$ cat src/design/bss_pkg.sv
// ----------------------------------------------------------------------------
// bss_pkg: shared types and constants for the buffer size search sequencer
// Phase codes, stream codes, register indexes, golden-section constants and
// the probe mixing and rounding functions.
// ----------------------------------------------------------------------------
`default_nettype none

package bss_pkg;

  // Field and port widths
  localparam int SIZE_W    = 33;  // interval ends and probes
  localparam int BUF_W     = 32;  // buffer_size field
  localparam int READS_W   = 16;  // reads_per_probe field
  localparam int LAT_W_DEF = 32;  // default compared latency width
  localparam int CFG_AW    = 4;
  localparam int CFG_DW    = 32;
  localparam int OUT_DW    = BUF_W + READS_W;

  typedef enum logic [1:0] {
    PH_IDLE   = 2'd0,
    PH_DOUBLE = 2'd1,
    PH_GOLDEN = 2'd2
  } phase_t;

  localparam logic ACT_START   = 1'b0;
  localparam logic ACT_MEASURE = 1'b1;
  localparam logic KIND_PROBE  = 1'b0;
  localparam logic KIND_FINAL  = 1'b1;

  localparam logic [1:0] REG_BASE_LOG2  = 2'd0;
  localparam logic [1:0] REG_MAX_SHIFT  = 2'd1;
  localparam logic [1:0] REG_FULL_READS = 2'd2;

  localparam logic [4:0]  BASE_LOG2_RST  = 5'd9;
  localparam logic [3:0]  MAX_SHIFT_RST  = 4'd8;
  localparam logic [15:0] FULL_READS_RST = 16'd1000;

  localparam logic [4:0]  UNIT_LOG_MIN = 5'd9;
  localparam logic [4:0]  UNIT_LOG_MAX = 5'd16;
  localparam logic [15:0] DOUBLING_READS_CAP = 16'd300;

  // Q0.16 golden ratios (GOLD_BIG truncated; the two sum to 1.0)
  localparam logic [15:0] GOLD_BIG   = 16'd40503;
  localparam logic [15:0] GOLD_SMALL = 16'd25033;

  // Clamp the base log2 into its legal range
  function automatic logic [4:0] unit_log(input logic [4:0] base_log2);
    logic [4:0] v;
    v = base_log2;
    if (v < UNIT_LOG_MIN) v = UNIT_LOG_MIN;
    if (v > UNIT_LOG_MAX) v = UNIT_LOG_MAX;
    return v;
  endfunction

  // Round down to a multiple of the base size
  function automatic logic [SIZE_W-1:0] round_unit(input logic [SIZE_W-1:0] x,
                                                   input logic [4:0] ul);
    logic [SIZE_W-1:0] low_mask;
    low_mask = (SIZE_W'(1) << ul) - SIZE_W'(1);
    return x & ~low_mask;
  endfunction

  // (GOLD_BIG*x_big + GOLD_SMALL*x_small) >> 16, rounded to the base
  function automatic logic [SIZE_W-1:0] gold_mix(input logic [SIZE_W-1:0] x_big,
                                                 input logic [SIZE_W-1:0] x_small,
                                                 input logic [4:0] ul);
    logic [SIZE_W+15:0] acc;
    acc = (SIZE_W+16)'(GOLD_BIG) * (SIZE_W+16)'(x_big)
        + (SIZE_W+16)'(GOLD_SMALL) * (SIZE_W+16)'(x_small);
    return round_unit(acc[SIZE_W+15:16], ul);
  endfunction

endpackage

`default_nettype wire

$ cat src/design/buffer_size_search_sequencer_core.sv
// ----------------------------------------------------------------------------
// buffer_size_search_sequencer_core: lowest-latency buffer size search
// Doubles the probe size from the base while latency does not rise, then
// runs a golden-section search on the bracketing interval and answers with
// its rounded midpoint, or, if doubling reaches max_shift, with the last probe.
// ----------------------------------------------------------------------------
//
//  Channel | Ports                          | Beat contents
//  --------+--------------------------------+----------------------------------
//  in      | in_tvalid/in_tready            | tuser: action, tdata: latency
//  out     | out_tvalid/out_tready          | tuser: kind,
//          |                                | tdata: buffer_size, reads_per_probe
//  cfg     | cfg_psel/penable/pwrite/pready | base_size_log2, max_shift,
//          |                                | full_reads at 0x0, 0x4, 0x8
//
//  The search state and the result register are updated at the edge that
//  accepts an input beat, so a new beat can be taken every cycle while the
//  result register can take it. The result register holds one result beat;
//  input is stalled only while that register is full and out_tready is low.
//  A measurement beat while idle produces no output beat. rst_n (synchronous)
//  resets the configuration and search registers and sets the search to idle.
//
`default_nettype none

module buffer_size_search_sequencer_core #(
  parameter int LATENCY_WIDTH = bss_pkg::LAT_W_DEF
) (
  input  wire logic                         clk,
  input  wire logic                         rst_n,
  // input stream
  input  wire logic                         in_tvalid,
  output      logic                         in_tready,
  input  wire logic [bss_pkg::BUF_W-1:0]    in_tdata,   // [31:0] latency
  input  wire logic                         in_tuser,   // [0] action
  // result stream
  output      logic                         out_tvalid,
  input  wire logic                         out_tready,
  output      logic [bss_pkg::OUT_DW-1:0]   out_tdata,  // [31:0] buffer_size,
                                                        // [47:32] reads_per_probe
  output      logic                         out_tuser,  // [0] kind
  // configuration
  input  wire logic                         cfg_psel,
  input  wire logic                         cfg_penable,
  input  wire logic                         cfg_pwrite,
  input  wire logic [bss_pkg::CFG_AW-1:0]   cfg_paddr,
  input  wire logic [bss_pkg::CFG_DW-1:0]   cfg_pwdata,
  output      logic [bss_pkg::CFG_DW-1:0]   cfg_prdata,
  output      logic                         cfg_pready
);

  import bss_pkg::*;

  // Latency is compared on at most the width of the field
  localparam int LW = (LATENCY_WIDTH < BUF_W) ? LATENCY_WIDTH : BUF_W;

  // Configuration registers
  logic [4:0]         base_log2_r;
  logic [3:0]         max_shift_r;
  logic [READS_W-1:0] full_reads_r;

  // Search state
  phase_t             phase_r, phase_nxt;
  logic [4:0]         shift_count_r, shift_count_nxt;
  logic [LW-1:0]      best_lat_r, best_lat_nxt;
  logic               best_valid_r, best_valid_nxt;
  logic [SIZE_W-1:0]  low_end_r, low_end_nxt;
  logic [SIZE_W-1:0]  high_end_r, high_end_nxt;
  logic [SIZE_W-1:0]  probe_left_r, probe_left_nxt;
  logic [SIZE_W-1:0]  probe_right_r, probe_right_nxt;
  logic [LW-1:0]      lat_left_r, lat_left_nxt;
  logic [LW-1:0]      lat_right_r, lat_right_nxt;
  logic               need_left_r, need_left_nxt;
  logic               need_right_r, need_right_nxt;

  // Result register
  logic               out_valid_r;
  logic               out_kind_r, out_kind_nxt;
  logic [BUF_W-1:0]   out_size_r;
  logic [READS_W-1:0] out_reads_r, out_reads_nxt;
  logic [SIZE_W-1:0]  res_size;
  logic               res_valid;

  logic               in_fire;
  logic               cfg_wr;
  logic [1:0]         cfg_idx;
  logic [4:0]         ul;
  logic [LW-1:0]      lat;
  logic [READS_W-1:0] dbl_reads;
  logic               lat_keep;
  logic               golden_entry;
  logic [4:0]         low_shift;
  logic [4:0]         shift_inc;
  logic [SIZE_W-1:0]  entry_low, entry_high;
  logic [SIZE_W-1:0]  ml_a, ml_b, mr_a, mr_b;
  logic [SIZE_W-1:0]  mix_left, mix_right;

  assign in_fire   = in_tvalid && in_tready;
  assign in_tready = !out_valid_r || out_tready;
  assign cfg_wr    = cfg_psel && cfg_penable && cfg_pwrite && cfg_pready;
  assign cfg_idx   = cfg_paddr[3:2];
  assign cfg_pready = 1'b1;

  assign ul        = unit_log(base_log2_r);
  assign lat       = in_tdata[LW-1:0];
  assign dbl_reads = (full_reads_r < DOUBLING_READS_CAP) ? full_reads_r
                                                         : DOUBLING_READS_CAP;

  // A measurement above the best so far ends the doubling run
  assign lat_keep     = !best_valid_r || (lat <= best_lat_r);
  assign golden_entry = (phase_r == PH_DOUBLE) && (in_tuser == ACT_MEASURE)
                        && !lat_keep;

  // Bracket: base << max(0, s-3) .. base << (s+1)
  assign shift_inc  = shift_count_r + 5'd1;
  assign low_shift  = (shift_count_r > 5'd3) ? (shift_count_r - 5'd3) : 5'd0;
  assign entry_low  = SIZE_W'(1) << ({1'b0, ul} + {2'b00, low_shift[3:0]});
  assign entry_high = SIZE_W'(1) << ({1'b0, ul} + {1'b0, shift_inc});

  // One mixer per side, shared between interval entry and the golden step
  assign ml_a = golden_entry ? entry_low  : low_end_r;
  assign ml_b = golden_entry ? entry_high : probe_right_r;
  assign mr_a = golden_entry ? entry_low  : probe_left_r;
  assign mr_b = golden_entry ? entry_high : high_end_r;
  assign mix_left  = gold_mix(ml_a, ml_b, ul);
  assign mix_right = gold_mix(mr_b, mr_a, ul);

  always_comb begin
    logic             do_next;
    logic [SIZE_W-1:0] width;
    logic [SIZE_W-1:0] eps;
    logic [SIZE_W:0]   mid_sum;

    phase_nxt       = phase_r;
    shift_count_nxt = shift_count_r;
    best_lat_nxt    = best_lat_r;
    best_valid_nxt  = best_valid_r;
    low_end_nxt     = low_end_r;
    high_end_nxt    = high_end_r;
    probe_left_nxt  = probe_left_r;
    probe_right_nxt = probe_right_r;
    lat_left_nxt    = lat_left_r;
    lat_right_nxt   = lat_right_r;
    need_left_nxt   = need_left_r;
    need_right_nxt  = need_right_r;
    res_valid       = 1'b0;
    out_kind_nxt    = KIND_PROBE;
    res_size        = '0;
    out_reads_nxt   = '0;
    do_next         = 1'b0;

    if (in_fire) begin
      if (in_tuser == ACT_START) begin
        // Drop any running search and ask for the base size
        phase_nxt       = PH_DOUBLE;
        shift_count_nxt = 5'd0;
        best_valid_nxt  = 1'b0;
        best_lat_nxt    = '0;
        need_left_nxt   = 1'b0;
        need_right_nxt  = 1'b0;
        res_valid       = 1'b1;
        res_size        = SIZE_W'(1) << ul;
        out_reads_nxt   = dbl_reads;
      end else begin
        case (phase_r)
          PH_DOUBLE: begin
            if (lat_keep) begin
              best_lat_nxt    = lat;
              best_valid_nxt  = 1'b1;
              shift_count_nxt = shift_inc;
              res_valid       = 1'b1;
              if ({1'b0, shift_count_r} + 6'd1 > {2'b00, max_shift_r}) begin
                phase_nxt    = PH_IDLE;
                out_kind_nxt = KIND_FINAL;
                res_size     = SIZE_W'(1) << ({1'b0, ul} + {2'b00, shift_count_r[3:0]});
              end else begin
                res_size      = SIZE_W'(1) << ({1'b0, ul} + {2'b00, shift_inc[3:0]});
                out_reads_nxt = dbl_reads;
              end
            end else begin
              low_end_nxt     = entry_low;
              high_end_nxt    = entry_high;
              probe_left_nxt  = mix_left;
              probe_right_nxt = mix_right;
              need_left_nxt   = 1'b1;
              need_right_nxt  = 1'b1;
              phase_nxt       = PH_GOLDEN;
              do_next         = 1'b1;
            end
          end
          PH_GOLDEN: begin
            // Capture the measurement for whichever probe was outstanding
            if (need_left_r) begin
              lat_left_nxt  = lat;
              need_left_nxt = 1'b0;
            end else if (need_right_r) begin
              lat_right_nxt  = lat;
              need_right_nxt = 1'b0;
            end
            if (need_right_nxt) begin
              res_valid     = 1'b1;
              res_size      = probe_right_r;
              out_reads_nxt = full_reads_r;
            end else if (lat_left_nxt < lat_right_nxt) begin
              high_end_nxt    = probe_right_r;
              probe_right_nxt = probe_left_r;
              lat_right_nxt   = lat_left_nxt;
              probe_left_nxt  = mix_left;
              need_left_nxt   = 1'b1;
              do_next         = 1'b1;
            end else begin
              low_end_nxt     = probe_left_r;
              probe_left_nxt  = probe_right_r;
              lat_left_nxt    = lat_right_nxt;
              probe_right_nxt = mix_right;
              need_right_nxt  = 1'b1;
              do_next         = 1'b1;
            end
          end
          default: begin
            // Idle: drop the measurement
          end
        endcase
      end
    end

    // Golden-section continue-or-stop decision on the updated interval
    width   = (high_end_nxt > low_end_nxt) ? (high_end_nxt - low_end_nxt) : '0;
    eps     = SIZE_W'(3) << ul;
    mid_sum = {1'b0, low_end_nxt} + {1'b0, high_end_nxt};
    if (do_next) begin
      res_valid = 1'b1;
      if ((width > eps) && (probe_left_nxt != probe_right_nxt)) begin
        res_size      = need_left_nxt ? probe_left_nxt : probe_right_nxt;
        out_reads_nxt = full_reads_r;
      end else begin
        phase_nxt    = PH_IDLE;
        out_kind_nxt = KIND_FINAL;
        res_size     = round_unit(mid_sum[SIZE_W:1], ul);
      end
    end
  end

  // Search state and configuration
  always_ff @(posedge clk) begin
    if (!rst_n) begin
      base_log2_r   <= BASE_LOG2_RST;
      max_shift_r   <= MAX_SHIFT_RST;
      full_reads_r  <= FULL_READS_RST;
      phase_r       <= PH_IDLE;
      shift_count_r <= '0;
      best_lat_r    <= '0;
      best_valid_r  <= 1'b0;
      low_end_r     <= '0;
      high_end_r    <= '0;
      probe_left_r  <= '0;
      probe_right_r <= '0;
      lat_left_r    <= '0;
      lat_right_r   <= '0;
      need_left_r   <= 1'b0;
      need_right_r  <= 1'b0;
    end else begin
      if (cfg_wr) begin
        case (cfg_idx)
          REG_BASE_LOG2:  base_log2_r  <= cfg_pwdata[4:0];
          REG_MAX_SHIFT:  max_shift_r  <= cfg_pwdata[3:0];
          REG_FULL_READS: full_reads_r <= cfg_pwdata[READS_W-1:0];
          default: begin
          end
        endcase
      end
      phase_r       <= phase_nxt;
      shift_count_r <= shift_count_nxt;
      best_lat_r    <= best_lat_nxt;
      best_valid_r  <= best_valid_nxt;
      low_end_r     <= low_end_nxt;
      high_end_r    <= high_end_nxt;
      probe_left_r  <= probe_left_nxt;
      probe_right_r <= probe_right_nxt;
      lat_left_r    <= lat_left_nxt;
      lat_right_r   <= lat_right_nxt;
      need_left_r   <= need_left_nxt;
      need_right_r  <= need_right_nxt;
    end
  end

  // Result register: load on every accepted beat, clear when taken
  always_ff @(posedge clk) begin
    if (!rst_n) begin
      out_valid_r <= 1'b0;
    end else if (in_fire) begin
      out_valid_r <= res_valid;
    end else if (out_tready) begin
      out_valid_r <= 1'b0;
    end
  end

  always_ff @(posedge clk) begin
    if (in_fire) begin
      out_kind_r  <= out_kind_nxt;
      out_size_r  <= res_size[BUF_W-1:0];
      out_reads_r <= out_reads_nxt;
    end
  end

  assign out_tvalid = out_valid_r;
  assign out_tuser  = out_kind_r;
  assign out_tdata  = {out_reads_r, out_size_r};

  // Register readback
  always_comb begin
    case (cfg_idx)
      REG_BASE_LOG2:  cfg_prdata = CFG_DW'(base_log2_r);
      REG_MAX_SHIFT:  cfg_prdata = CFG_DW'(max_shift_r);
      REG_FULL_READS: cfg_prdata = CFG_DW'(full_reads_r);
      default:        cfg_prdata = '0;
    endcase
  end

`ifndef ASSERT_OFF
  // A start beat always produces a probe request
  a_start_probe: assert property (@(posedge clk) disable iff (!rst_n)
    in_fire && (in_tuser == ACT_START) |=> out_tvalid && (out_tuser == KIND_PROBE))
    else $error("start beat did not produce a probe request");

  // A measurement while idle produces no result
  a_idle_drop: assert property (@(posedge clk) disable iff (!rst_n)
    in_fire && (in_tuser == ACT_MEASURE) && (phase_r == PH_IDLE) |=> !out_tvalid)
    else $error("measurement while idle produced a result");

  // Doubling never runs past the largest shift
  a_shift_range: assert property (@(posedge clk) disable iff (!rst_n)
    (phase_r == PH_DOUBLE) |-> (shift_count_r[4] == 1'b0))
    else $error("doubling shift count out of range");

  // Golden phase always waits for at least one probe
  a_golden_need: assert property (@(posedge clk) disable iff (!rst_n)
    (phase_r == PH_GOLDEN) |-> (need_left_r || need_right_r))
    else $error("golden phase with no outstanding probe");

  // Final answers carry no read count
  a_final_reads: assert property (@(posedge clk) disable iff (!rst_n)
    out_tvalid && (out_tuser == KIND_FINAL) |-> (out_tdata[47:32] == 16'd0))
    else $error("final answer with nonzero read count");
`endif

endmodule

`default_nettype wire
$ cat config.mk
export PLATFORM = sky130hd
export DESIGN_NAME = buffer_size_search_sequencer_core
export DESIGN_NICKNAME = d
export VERILOG_FILES = /design/src/design/bss_pkg.sv /design/src/design/buffer_size_search_sequencer_core.sv
export SDC_FILE = /design/constraint.sdc
export NUM_CORES = 2
export LEC_CHECK = 0
export ABC_AREA = 1
export BUFFER_PORTS_ARGS = -buffer_cell sky130_fd_sc_hd__buf_4
export CAP_MARGIN = 20
export CORE_MARGIN = 2
export CORE_UTILIZATION = 50
export DETAILED_ROUTE_END_ITERATION = 10
export HOLD_SLACK_MARGIN = 0.15
export PLACE_DENSITY = 0.66
export SYNTH_ARGS = -nofsm -noshare
export SYNTH_HDL_FRONTEND = slang
export SYNTH_SLANG_ARGS = --single-unit
$ cat constraint.sdc
create_clock -name clk -period 9.62 [get_ports clk]
set_input_delay 0.481 -clock clk [delete_from_list [all_inputs] [get_ports clk]]
set_output_delay 0.481 -clock clk [all_outputs]
set_load 0.02 [all_outputs]
==> impl_metrics.py <==
metrics = {
    "routing": {
        "first_pass_iters": 8,
        "wire_per_inst_um": 22.7,
        "highest_layer": "met5",
        "wl_met1_um": 107000,
        "wl_met2_um": 122000,
        "drt-initial-drc-count": 5670,
        "finalWirelength_um": 278000,
        "vias": 67600,
        "drc": 0,
        "dr_wl_met3_um": 25200,
        "viasPerCell": 5.51,
        "ant_nets": 0,
    },
    "clocking": {
        "clockBufferDepth": 3,
        "cts_made_buffers": 39,
        "cts-root-buf": "clkbuf_16",
        "cts.sinks": 313,
        "cts_tree": "built",
        "htree_levels": 2,
        "clk_latency_ns": 0.62,
        "clk_pin_slew_worst_paths_ns": 0.07,
    },
    "floorplanning": {
        "die_area_um2": 136000,
        "start_util": 0.505,
        "rows": 133,
        "die_h_um": 369,
        "core_um2": 132000,
        "die_x_um": 369,
        "io_pins": 160,
    },
    "setup_path": {
        "worstSetupPathType": "reg2reg",
        "cp.buffers_inverters": 18,
        "r2r-start": "shift_count_r[0]",
        "reg2reg_to": "out_size_r[23]",
        "cp-startpoint": "shift_count_r[0]",
        "r2r_cells": 59,
        "critPathCaptureType": "flip-flop",
        "worstPathRequired_ns": 9.96,
        "cp_slowest_stage_delay_ns": 0.55,
        "arrival_ns": 10.95,
        "crit_top_cell": "fa_1",
        "slowest_stage": "fa_1",
        "ff2ff_setup_slack_ns": -0.99,
        "crit_end": "out_size_r[23]",
        "cp.depth": 59,
        "cp_top_family": "adder cells",
        "crit_fanout": 12,
        "crit_path_start_kind": "flip-flop",
    },
    "pwr": {
        "p_leak_nw": 48.5,
        "vdd_drop_max_v": 0.000153,
        "sw_frac_of_total": 0.451,
        "p_int_mw": 4.07,
        "clockPowerShare": 0.216,
        "power.density_nw_per_um2": 84.8,
        "p_seq_frac": 0.186,
        "p_total_mw": 7.41,
        "switchingPower_mw": 3.34,
        "comb_power_share": 0.598,
    },
    "cells_and_area": {
        "areaGrowthSynthToFinish_pct": 31.1,
        "final_cell_mix": "inv_1 (2044), buf_4 (1583), nand2_1 (1334)",
        "final_cells": 12300,
        "postLayoutCoreUtil": 0.662,
        "final_common_cell": "inv_1",
        "drive_gt1_frac": 0.267,
        "multiInputGateArea_um2": 54900,
        "final_area_um2": 87400,
        "regArea_um2": 6770,
        "fin_nets": 12400,
        "nFillCells": 11400,
    },
    "logic_synthesis": {
        "ys_async_sr_fraction": 0,
        "yosys_most_used_dff": "dfxtp_1",
        "syn_area_um2": 66700,
        "synth_warnings": 0,
        "syn-instance-count": 8969,
        "ys_seq_area_frac": 0.101,
        "yosysTopAreaCell": "fa_1",
        "synth_area_leaders": "fa_1 (28%), ha_1 (17%), inv_1 (12%), nand2_1 (8.9%), dfxtp_1 (7.9%)",
        "synthDistinctLibCells": 62,
        "ys_ff_latch": 313,
        "syn_area_per_cell_um2": 7.43,
        "synth_edf_count": 49,
        "yosysTopAreaCellShare": 0.280,
    },
    "grt": {
        "grt_start_max_net_pins": 94,
        "overflow": 0,
        "grt_pass1_wl_um": 416000,
        "grtUsageTotal": 0.407,
        "grt_antenna_before_repair": 9,
        "first_global_vias": 68900,
    },
    "timing": {
        "worst_pin_slew_ns": 1.13,
        "final.period_utilization": 1.10,
        "skew_ns": 0.0526,
        "fin_crit_ns": 10.61,
        "hold_viol_final": 0,
        "holdWs_ns": 0.170,
        "worst_slack_ns": -0.994,
        "setup_tns_ns": -47.95,
        "fmaxAchievable_mhz": 94.2,
        "drv_slew": 0,
        "slew-limit-headroom": 0.237,
        "finalSetupViolCount": 53,
        "rsz0062_at_grt": "true",
    },
    "placed_design": {
        "dp_hpwl_um": 232000,
        "placed_area_um2": 80300,
        "gp_congestion": 1.11,
        "dp_cells": 12100,
        "place.port_buffers": 124,
        "dp_slack_ns": -1.89,
    },
    "worst_hold_path": {
        "min_path_type": "in2reg",
    },
    "outcome": {
        "outcome": "finished, violations left",
        "violations": "setup timing",
    },
    "flow_run": {
        "drv_cap": 0,
    },
}
kinds of logic (layout without fill, tap and decap cells):
group,Yosys count,after routing,synth area share
buffers and inverters,2478,3972,0.142
xor gates and xnor gates,64,64,0.00841
DFF,313,313,0.101
AOI/OAI and AO/OA,1351,1351,0.112
other,2,43,0.000113
muxes,5,5,0.000751
adders and majority gates,1844,1844,0.451
and+or+nand+nor,2912,2913,0.184
state kept, by name, summed over array words and instances, names as in the netlist, 2 cells and up:
name and count:
low_end_r 33, base_log2_r 5, full_reads_r 16, shift_count_r 5, out_reads_r 16, best_lat_r 32, phase_r 2, lat_left_r 32
out_size_r 32, high_end_r 33, max_shift_r 4, lat_right_r 32, probe_right_r 33, probe_left_r 33
per-layer routing:
metal	GRT usage	vias to the layer above
li1	-	31000
met1	0.507	32600
met2	0.633	3156
met3	0.0820	828
met4	0.284	6
met5	0	-
power by group through the flow:
stage	Combinational, mW	Sequential [mW]	Clock, mW
detailed placement	3.64	1.41	0
finish	4.43	1.38	1.60
global route	4.78	1.38	1.65
global placement	3.60	1.41	0
floorplan	2.03	1.41	0
CTS	4.06	1.38	1.61
worst register-to-register path, delay by kind of cell, from the launching register on:
family,cells,cell delay [ns]
xor gates and xnor gates,1,0.24
DFF,1,0.36
AOI/OAI and AO/OA,5,0.95
and+or+nand+nor,24,2.54
buffers and inverters,18,1.89
adders and majority gates,11,4.39
cell usage after synthesis (24+ instances only):
master and instances:
nand2_1 1583, dfxtp_1 264, nor3_1 68, nand3_1 356, clkbuf_1 202, nor2_1 645, inv_1 2168, ha_1 912
o221ai_1 42, xor2_1 56, o21bai_1 24, o21ai_0 535, a22oi_1 32, nand4_1 141, nor4_1 31, a21oi_1 541
buf_4 25, o211ai_1 46, fa_1 932, edfxtp_1 49, buf_1 31
how the worst min path moves through the flow:
stage                        start                to  slack (ns)  depth (start not counted)
floorplan           best_lat_r[10]    best_lat_r[10]        0.44                          2
global placement    best_lat_r[15]    best_lat_r[15]        0.45                          2
detailed placement  best_lat_r[21]    best_lat_r[21]        0.46                          2
CTS                 cfg_pwdata[14]  full_reads_r[14]        0.16                          3
global route        cfg_pwdata[12]  full_reads_r[12]        0.19                          3
finish              cfg_pwdata[14]  full_reads_r[14]        0.17                          3
area by class of cell:
cell class,count,share of cell area
multi-input combinational,6217,0.628
sequential,313,0.0774
timing repair buffer,1711,0.158
clock buffer,58,0.0129
antenna,3,0.0000859
tap,1755,0.0251
inverter,2190,0.0955
clock inverter,13,0.00239
repair_timing:
item                                    4_1_cts  5_1_grt
endpoints found under the hold margin        11        0
hold buffers                                  8        0
resized for setup                           722      594
endpoints found under the setup margin      101      100
gates cloned                                  6        0
setup buffers                                65       67
pin swaps                                   238      340
No activity file was read; power rests on OpenSTA's default activity.
